===== src/design/bhpq_pkg.sv =====
// shared types, constants and the key compare for the heap priority queue
`default_nettype none

package bhpq_pkg;

    localparam int DEPTH    = 256;
    localparam int KEY_BITS = 32;
    localparam int TAG_BITS = 16;

    localparam int ADDR_W  = $clog2(DEPTH);
    localparam int CNT_W   = $clog2(DEPTH + 1);
    localparam int IDX_W   = ADDR_W + 2;
    localparam int ENTRY_W = KEY_BITS + TAG_BITS;

    // operation codes
    localparam logic MODE_PUSH = 1'b0;
    localparam logic MODE_POP  = 1'b1;

    // result status codes
    localparam logic [1:0] ST_OK    = 2'd0;
    localparam logic [1:0] ST_FULL  = 2'd1;
    localparam logic [1:0] ST_EMPTY = 2'd2;

    typedef struct packed {
        logic                mode;
        logic [KEY_BITS-1:0] key;
        logic [TAG_BITS-1:0] tag;
    } t_item;

    typedef struct packed {
        logic [1:0]          status;
        logic [KEY_BITS-1:0] out_key;
        logic [TAG_BITS-1:0] out_tag;
        logic [CNT_W-1:0]    fill;
    } t_result;

    typedef struct packed {
        logic [KEY_BITS-1:0] key;
        logic [TAG_BITS-1:0] tag;
    } t_entry;

    // commands from the controller, one per controller step
    typedef struct packed {
        logic capture;
        logic check;
        logic pop_ld;
        logic walk_cmp;
        logic walk_last;
        logic up_rd;
        logic up_cmp;
    } t_cmd;

    // status from the datapath
    typedef struct packed {
        logic refused;
        logic is_pop;
        logic walk_more;
        logic walk_last;
        logic last_zero;
        logic pos_zero;
        logic up_swap;
        logic par_zero;
    } t_stat;

    // a precedes b under the current order
    function automatic logic precedes(input logic [KEY_BITS-1:0] a,
                                      input logic [KEY_BITS-1:0] b,
                                      input logic                min_first);
        return min_first ? (a < b) : (a > b);
    endfunction

endpackage

`default_nettype wire


===== src/design/bhpq_ctrl.sv =====
// controller state machine for the heap priority queue
`default_nettype none

module bhpq_ctrl
    import bhpq_pkg::*;
(
    input  wire logic  i_clk,
    input  wire logic  i_rst_n,
    input  wire logic  i_start,
    input  wire t_stat i_stat,
    output t_cmd       o_cmd,
    output logic       o_busy,
    output logic       o_done
);

    typedef enum logic [8:0] {
        S_IDLE      = 9'b000000001,
        S_CHECK     = 9'b000000010,
        S_POP_LD    = 9'b000000100,
        S_WALK_CMP  = 9'b000001000,
        S_WALK_LAST = 9'b000010000,
        S_UP_RD     = 9'b000100000,
        S_UP_CMP    = 9'b001000000,
        S_FIN       = 9'b010000000,
        S_SPARE     = 9'b100000000
    } t_state;

    t_state r_state, n_state;

    // next state
    always_comb begin
        n_state = r_state;
        unique case (r_state)
            S_IDLE: begin
                if (i_start) n_state = S_CHECK;
            end
            S_CHECK: begin
                if (i_stat.refused)     n_state = S_FIN;
                else if (i_stat.is_pop) n_state = S_POP_LD;
                else                    n_state = S_UP_RD;
            end
            S_POP_LD, S_WALK_CMP: begin
                if (i_stat.walk_more)      n_state = S_WALK_CMP;
                else if (i_stat.walk_last) n_state = S_WALK_LAST;
                else if (i_stat.last_zero) n_state = S_FIN;
                else                       n_state = S_UP_RD;
            end
            S_WALK_LAST: begin
                n_state = S_UP_RD;
            end
            S_UP_RD: begin
                if (i_stat.pos_zero) n_state = S_FIN;
                else                 n_state = S_UP_CMP;
            end
            S_UP_CMP: begin
                if (!i_stat.up_swap)      n_state = S_FIN;
                else if (i_stat.par_zero) n_state = S_UP_RD;
                else                      n_state = S_UP_CMP;
            end
            S_FIN: begin
                n_state = S_IDLE;
            end
            default: begin
                n_state = S_IDLE;
            end
        endcase
    end

    // state register
    always_ff @(posedge i_clk) begin
        if (!i_rst_n) begin
            r_state <= S_IDLE;
        end else begin
            r_state <= n_state;
        end
    end

    // step commands
    always_comb begin
        o_cmd.capture   = (r_state == S_IDLE) && i_start;
        o_cmd.check     = (r_state == S_CHECK);
        o_cmd.pop_ld    = (r_state == S_POP_LD);
        o_cmd.walk_cmp  = (r_state == S_WALK_CMP);
        o_cmd.walk_last = (r_state == S_WALK_LAST);
        o_cmd.up_rd     = (r_state == S_UP_RD);
        o_cmd.up_cmp    = (r_state == S_UP_CMP);
    end

    assign o_busy = (r_state != S_IDLE);
    assign o_done = (r_state == S_FIN);

endmodule

`default_nettype wire


===== config.mk =====
export PLATFORM = sky130hd
export DESIGN_NAME = bhpq_ctrl
export DESIGN_NICKNAME = d
export VERILOG_FILES = /design/src/design/bhpq_pkg.sv /design/src/design/bhpq_ctrl.sv
export SDC_FILE = /design/constraint.sdc
export NUM_CORES = 1
export LEC_CHECK = 0
export ABC_AREA = 1
export BUFFER_PORTS_ARGS = -buffer_cell sky130_fd_sc_hd__buf_2
export CAP_MARGIN = 5
export CORE_MARGIN = 10
export CORE_UTILIZATION = 25
export CTS_CLUSTER_DIAMETER = 80
export DETAILED_ROUTE_END_ITERATION = 8
export GPL_TIMING_DRIVEN = 1
export PLACE_DENSITY = 0.43
export RECOVER_POWER = 50
export REMOVE_ABC_BUFFERS = 1
export SYNTH_ARGS = -nofsm -noshare
export SYNTH_HDL_FRONTEND = slang
export SYNTH_SLANG_ARGS = --single-unit

===== constraint.sdc =====
create_clock -name i_clk -period 1.3 [get_ports i_clk]
set_input_delay 0.065 -clock i_clk [delete_from_list [all_inputs] [get_ports i_clk]]
set_output_delay 0.065 -clock i_clk [all_outputs]
set_load 0.01 [all_outputs]

* Word-level counts from Yosys, hierarchy flattened
Cells that the tools add are included.
** Storage, ports and cells
- Memories kept :: 0
- Latch bits :: 0
- Bits in registers :: 9
- Memory bits (writable) :: 0
- Bits in read-only memories :: 0
- Word-level logic and storage cells :: 23
** Operators by class
- Div/mod/pow operators :: 0
- Add/sub/neg operators :: 0
- Multiply operators :: 0
- Shifts and indexed selects :: 0
- Multiplexer cells :: 10
- Bitwise operators :: 0
- Equal/unequal tests :: 10
- Reductions and logical operators :: 2
- Magnitude comparators :: 0
** Operators with widths (count)
- one-hot mux 9 bit (6 select lines) :: 1
- two-way mux 8 bit :: 6
- == test 9 x 1 -> 1 bit (second input constant) :: 1
- == test 9 x 2 -> 1 bit (second input constant) :: 1
- == test 9 x 3 -> 1 bit (second input constant) :: 1
- == test 9 x 4 -> 1 bit (second input constant) :: 1
- == test 9 x 5 -> 1 bit (second input constant) :: 1
- == test 9 x 6 -> 1 bit (second input constant) :: 1
- == test 9 x 7 -> 1 bit (second input constant) :: 1
- == test 9 x 8 -> 1 bit (second input constant) :: 1
- two-way mux 9 bit :: 1
- != test 9 x 1 -> 1 bit (second input constant) :: 1
- two-way mux 7 bit :: 1
- two-way mux 6 bit :: 1
- != test 2 bit (second input constant) :: 1
- OR reduction 2 bit :: 1
- logical AND 1 bit :: 1

* Logic depth before layout (Yosys ltp)
Gate-level depths: netlist (run 1).
- Depth in word-level cells :: 4
- Depth in mapped cells :: 9
- Mapped depth without buffers :: 9

* Worst setup path before layout (run 1)
No wires, ideal clock.
- Path type :: register -> register
- Start point :: register r_state[2]
- End point :: register r_state[0]
- Required time :: 1188 ps
- Slack :: 208 ps
- Buffers on the path :: 0
- Data arrival time :: 980 ps
- Cell stages (with the launch flop) :: 7
- Library setup time :: 112 ps
- Cells stage by stage :: dfxtp_1 nor2_4 nand2_4 nor2_1 nor3_1 nand2_1 nand2_1
** RTL lines
- start, declared :: line bhpq_ctrl.sv:28 : t_state r_state, n_state;
- start signal, assigned :: line bhpq_ctrl.sv:74 : r_state <= n_state;

==> impl_metrics.yaml, run 1 <==
outcome:
  status: "finished with violations"
  failed_checks: "setup timing"
place:
  dpl_cell_area_sq_um: 704
  io_buffer_count: 19
  gp_congestion: 0.819
  dp_hpwl_um: 1310
  preCtsSetupSlack_ns: 0.133
sta:
  finalClockSkew_ns: 0.00276
  final-setup-viol-count: 1
  timing.fmax_mhz: 757
  worstMarginPinSlew_ns: 0.186
  whs_ns: 0.0508
  finalHoldViolCount: 0
  finalCritPeriodShare: 1.02
  grt_setup_unrepaired: "yes"
  slew_violations: 0
  final_period_minus_worst_setup_slack_ns: 1.32
  final.setup.worst_slack_ns: -0.0206
  maxSlewHeadroom: 0.875
yosys:
  postSynthAreaPerCell_sq_um: 5.98
  synth_simple_gate_area_frac: 0.553
  synth_top_area_frac: 0.279
  synthDistinctLibCells: 16
  ys.warnings.count: 0
  synth.area.mux_share: 0
  synth_enable_flop_cells: 0
  post_synth_main_area_contributors: "dfxtp_1 (28%), nand2_1 (14%), inv_1 (13%), nor2_1 (9.2%), nand3_1 (8.7%)"
  synth_compound_gate_area_share: 0.0240
  portion_of_the_post_synthesis_area_used_by_sequential_elements: 0.279
  synth_top_family_by_area: "simple AND/OR/NAND/NOR gates"
  leading_cell_types_by_count_after_synthesis: "nand2_1 (21), inv_1 (20), nor2_1 (14)"
  synth.ff_latch_count: 8
  mapped_area_sq_um: 574
  syn-instance-count: 96
  yosys.area_share.xor_xnor: 0
  synth-async-reset-ratio: 0
  synthAdderAreaFrac: 0
  synth.largest_area_cell: "dfxtp_1"
  yosys.cell_count.top_type: "nand2_1"
  synth-main-ff-cell: "dfxtp_1"
floorplan:
  io-pin-count: 20
  chipWidth_um: 67.9
  total_die_area_sq_um: 4610
  fp-row-count: 17
  start_util: 0.262
  core_area_sq_um: 2190
  die_h_um: 67.9
setup_path:
  setup.worst_path.class: "reg2out"
  critical-path-top-cell-by-count: "nor2_4"
  rrSetupSlack_ns: 0.04
  critical-path-slowest-cell: "dfxtp_2"
  critical_path.startpoint_type: "flip-flop"
  crit_path_end_kind: "primary output"
  critical_path.reg2reg.startpoint: "r_state[2]$_SDFFE_PN0P_"
  crit_path_max_incr_delay_ns: 0.34
  reg2regPathDepth: 9
  reg2reg_to: "r_state[7]$_SDFFE_PN0P_"
  critical_path.max_fanout: 3
  worst-endpoint-required_ns: 1.24
  cp_buf_inv_count: 2
  worstPathCellList: "nor2_4 > nand3_2 > nor2_4 > inv_2 > nor2_2 > buf_2"
  timing.critical_path.max_delay_family: "simple AND/OR/NAND/NOR gates"
  critical_path_arrival_ns: 1.26
clock_network:
  ctsHoldBuffers: 0
  path_clk_slew_ns: 0.05
  clock_tree_from_tritoncts: "yes"
  clock_path_buffers: 2
  clock_sink_count: 8
  insertion_delay_ns: 0.24
  cts.htree.levels: 1
  root_buffer: "clkbuf_4"
  tritoncts.num_buffers: 3
global_route:
  grt_start_max_net_pins: 6
  first_global_vias: 611
  grt_first_pass_wirelength_um: 2520
  grt_antenna_before_repair: 0
  track_usage: 0.0721
  grt_overflow: 0
power:
  post-layout-total-power_uw: 671
  p_sw_frac: 0.320
  power_frac_comb: 0.329
  clockPowerShare: 0.260
  p_int_uw: 457
  peakVddDrop_mv: 0.365
  power.net_switching_uw: 215
  share_seq_of_total_power: 0.412
  static-leakage-power_uw: 0.000440
  total_power_divided_by_cell_area_nw_per_um2: 815
worst_hold_path:
  hp-start: "i_rst_n"
  hp-class: "in2reg"
  min_path_cells: 3
  hold-path-endpoint: "r_state[5]$_SDFFE_PN0P_"
finish:
  layout-drive-gt1-share: 0.472
  largestRegisters: "r_state x8"
  top_register: "r_state"
  utilization: 0.376
  diodes: 0
  synthToLayoutAreaGrowth_pct: 43.4
  final_stage_net_count: 136
  largest_register_ffs: 8
  postLayoutCellArea_sq_um: 823
flow_run:
  drv.max_cap_violation_count: 0
detailed_routing:
  wl_per_cell_um: 10.6
  drtIter0Drc: 25
  via_per_inst: 4.19
  detail_route.drc_violations: 0
  drt_pass1_iterations: 4
  wirelength_um: 1610
  ant_nets: 0
  route.vias.total: 632
[worst max-delay path by stage]
stage,startpoint,end,slack [ns],depth (start not counted)
global placement,r_state[4]$_SDFFE_PN0P_,r_state[0]$_SDFFE_PN1P_,0.13,7
detailed placement,r_state[4]$_SDFFE_PN0P_,o_cmd[6],0.13,6
CTS,r_state[3]$_SDFFE_PN0P_,o_cmd[6],-0.008,6
finish,r_state[2]$_SDFFE_PN0P_,o_cmd[6],-0.02,6
floorplan,r_state[2]$_SDFFE_PN0P_,r_state[0]$_SDFFE_PN1P_,0.21,6
global route,r_state[2]$_SDFFE_PN0P_,o_cmd[6],-0.1,6
[area by class of cell]
class | instances | area, sq um
Fill cell | 257 | 1370
Clock buffer | 3 | 22.5
Multi-Input combinational cell | 66 | 369
Tap cell | 28 | 35.0
Sequential cell | 8 | 169
Inverter | 22 | 82.6
Timing Repair Buffer | 24 | 145
[timing repair]
action / CTS / global route
gates resized for setup: 6 / 16
buffers inserted: 3 / 2
pin swaps: 6 / 12
setup endpoints to repair: 2 / 9
[stage by stage]
stage | setup TNS (ns) | instances
2_1_floorplan | 0 | 96
4_1_cts | -0.00769 | 149
3_3_place_gp | 0 | 143
6_report | -0.0206 | 151
3_5_place_dp | 0 | 143
5_1_grt | -0.214 | 151
[worst register-to-register path: stages (launching register included)]
cell     delay (ns)
dfxtp_2        0.34
nor2_4         0.16
nand3_2        0.12
nor2_4         0.12
buf_4          0.12
buf_4          0.10
nand2_1        0.07
nand2_1        0.07
nor2_1         0.04
nor2_2         0.06
[cells in the final DEF, fill, tap and decap left out]
cell type	instances
nand2_1	19
inv_1	17
buf_2	17
nor2_1	11
nand3_1	9
dfxtp_2	7
nor2_4	6
inv_2	5
nand2_2	5
buf_4	5
nor2_2	4
nor3_1	4
clkbuf_4	3
nand2_4	2
buf_6	2
nand3_2	1
nor3b_1	1
or2_1	1
a21oi_2	1
a21oi_1	1
nand3b_1	1
dfxtp_1	1
[routing by layer]
metal	vias up	GRT usage	part of all wire
li1	341	-	-
met1	261	0.0824	0.47
met2	26	0.109	0.43
met3	4	0.0261	0.074
met4	0	0.0503	0.021
met5	-	0	0
[power groups by stage]
stage | sequential (uW) | combinational (uW) | clock [uW]
global route | 278 | 245 | 201
floorplan | 273 | 113 | 0
detailed placement | 276 | 169 | 0
finish | 276 | 221 | 174
CTS | 272 | 200 | 181
global placement | 278 | 171 | 0
[cells by family (layout without fill, tap and decap cells)]
family / after synthesis / count (layout)
AND/OR/NAND/NOR: 64 / 64
buffers and inverters: 22 / 49
flip-flops: 8 / 8
AO/OA/AOI/OAI: 2 / 2
(Power assumes the default switching activity.)
==> run 2, diff against run 1 <==
- BUFFER_PORTS_ARGS: -buffer_cell sky130_fd_sc_hd__buf_2 -> not set
- DONT_BUFFER_PORTS: not set -> 1
- PLACE_DENSITY: 0.43 -> 0.35
==> run 2 against run 1 <==
Effect of this change:
- the run now ends clean
- first-iteration DRC count is 64% lower
- sequential power fell by 2%
- core utilization down 2.4 points
- count of clock-buffer cells in the layout is the same
- wire length down 2.5%
- global-route usage is 0.061 points lower
- design area down 6.4%
- total power down 3.5%
- via count decreased by 9.2%
- hold slack worse by 0.042 ns
==> impl_metrics.yaml, run 2 (synthesized netlist as in run 1, its figures left out) <==
detailed_routing:
  wirelength_um: 1570
  drt_pass1_iterations: 4
  route.vias.total: 574
  ant_nets: 0
  wl_met3_um: 166
  wl_per_cell_um: 11.4
  drt-met1-wl_um: 735
  top_layer: "met4"
  detailroute.wirelength.met2_um: 650
  detail_route.drc_violations: 0
  drtIter0Drc: 9
  via_per_inst: 4.16
setup_path:
  critical_path.startpoint_type: "flip-flop"
  setup.worst_path.class: "reg2out"
  crit_path_end_kind: "primary output"
  rrSetupSlack_ns: 0.12
  reg2regPathDepth: 9
  critical_path_arrival_ns: 1.19
  critical-path-slowest-cell: "dfxtp_4"
  reg2reg_to: "r_state[7]$_SDFFE_PN0P_"
  worstPathCellList: "nor2_4 > nand3_2 > nor2_4 > inv_2 > buf_6"
  cp_buf_inv_count: 2
  critical-path-top-cell-by-count: "nor2_4"
  crit_path_max_incr_delay_ns: 0.34
  worst-endpoint-required_ns: 1.24
  critical_path.max_fanout: 3
  timing.critical_path.max_delay_family: "simple AND/OR/NAND/NOR gates"
  critical_path.reg2reg.startpoint: "r_state[7]$_SDFFE_PN0P_"
floorplan:
  total_die_area_sq_um: 4610
  chipWidth_um: 67.9
  fp-row-count: 17
  die_h_um: 67.9
  start_util: 0.262
  io-pin-count: 20
  core_area_sq_um: 2190
finish:
  total_area_of_sequential_cells_sq_um: 168
  final_common_cell: "nand2_1"
  mostFrequentLayoutCells: "nand2_1 (21), inv_1 (18), nor2_1 (10), nand3_1 (9)"
  largestRegisters: "r_state x8"
  largest_register_ffs: 8
  layout-drive-gt1-share: 0.327
  nFillCells: 246
  final_stage_net_count: 123
  diodes: 0
  multi_input_comb_area_sq_um: 367
  top_register: "r_state"
  finalNonFillerCells: 138
  synthToLayoutAreaGrowth_pct: 34.2
worst_hold_path:
  hold-path-endpoint: "r_state[2]$_SDFFE_PN0P_"
  min_path_cells: 3
  hp-class: "in2reg"
  hp-start: "i_stat[7]"
sta:
  final.setup.worst_slack_ns: 0.0419
  final_period_minus_worst_setup_slack_ns: 1.26
  final-setup-viol-count: 0
  finalCritPeriodShare: 0.968
  setup_tns_ns: 0
  finalClockSkew_ns: 0.000908
  finalHoldViolCount: 0
  maxSlewHeadroom: 0.842
  worstMarginPinSlew_ns: 0.237
  grt_setup_unrepaired: "yes"
  whs_ns: 0.00906
  slew_violations: 0
  timing.fmax_mhz: 795
clock_network:
  clock_tree_from_tritoncts: "yes"
  root_buffer: "clkbuf_4"
  clock_sink_count: 8
  clock_path_buffers: 2
  tritoncts.num_buffers: 3
  cts.htree.levels: 1
  path_clk_slew_ns: 0.05
  insertion_delay_ns: 0.24
place:
  dp_hpwl_um: 1320
  preCtsSetupSlack_ns: 0.104
  io_buffer_count: 0
  placedCellCount: 128
  gp_congestion: 0.786
global_route:
  grt_start_max_net_pins: 6
  track_usage: 0.0715
  grt_antenna_before_repair: 0
  first_global_vias: 557
  grt_first_pass_wirelength_um: 2490
  grt_overflow: 0
power:
  post-layout-total-power_uw: 647
  peakVddDrop_mv: 0.488
  static-leakage-power_uw: 0.000378
  total_power_divided_by_cell_area_nw_per_um2: 840
outcome:
  status: "completed"
flow_run:
  drv.max_cap_violation_count: 0
==> run 2: cell count changes in the layout (fill, tap and decap cells not counted), sizes merged <==
cell         change
buf             -17
dlygate4sd3      +4
==> run 2: layout make-up <==
type,instances,area share
Multi-Input combinational cell,66,0.476
Sequential cell,8,0.218
Timing Repair Buffer,11,0.125
Inverter,22,0.107
Tap cell,28,0.0455
Clock buffer,3,0.0292
==> run 2: timing repair <==
item                                    4_1_cts  5_1_grt
pin swaps                                     1        5
buffers inserted                              1        2
resized for setup                             3       14
endpoints found under the hold margin         5        0
hold buffers                                  4        0
gates cloned                                  0        0
endpoints found under the setup margin        2        6
==> run 2: worst max path at each step <==
stage | start | depth (start not counted) | slack, ns | end
after detailed placement | r_state[4]$_SDFFE_PN0P_ | 6 | 0.10 | r_state[7]$_SDFFE_PN0P_
after floorplan | r_state[2]$_SDFFE_PN0P_ | 6 | 0.21 | r_state[0]$_SDFFE_PN1P_
after CTS | r_state[2]$_SDFFE_PN0P_ | 5 | 0.01 | o_busy
final | r_state[3]$_SDFFE_PN0P_ | 5 | 0.04 | o_busy
after global routing | r_state[3]$_SDFFE_PN0P_ | 5 | -0.02 | o_busy
after global placement | r_state[4]$_SDFFE_PN0P_ | 6 | 0.09 | r_state[7]$_SDFFE_PN0P_
==> run 2: per-stage QoR <==
stage,instance area (sq um),utilization
after CTS,719,0.328
after detailed placement,639,0.292
after global routing,771,0.352
final,771,0.352
after floorplan,574,-
after global placement,639,0.292
==> run 2: power breakdown <==
| part | internal, uW | leakage (uW) | total (uW) | switching (uW) |
|---|---|---|---|---|
| clock network | 104 | 0.0000138 | 171 | 66.6 |
| logic | 86.1 | 0.000297 | 205 | 119 |
| registers | 257 | 0.0000672 | 271 | 14.1 |
| total | 448 | 0.000378 | 647 | 200 |
==> run 2: per-layer routing <==
metal / vias up / track usage
met2: 15 / 0.105
li1: 317 / -
met4: 0 / 0.0452
met5: - / 0
met1: 240 / 0.0853
met3: 2 / 0.0277
==> run 2: worst register-to-register path: cells and delay by family (launching register included) <==
family / cells / cell delay [ns]
buffers and inverters: 1 / 0.08
DFF: 1 / 0.38
and+or+nand+nor: 8 / 0.61
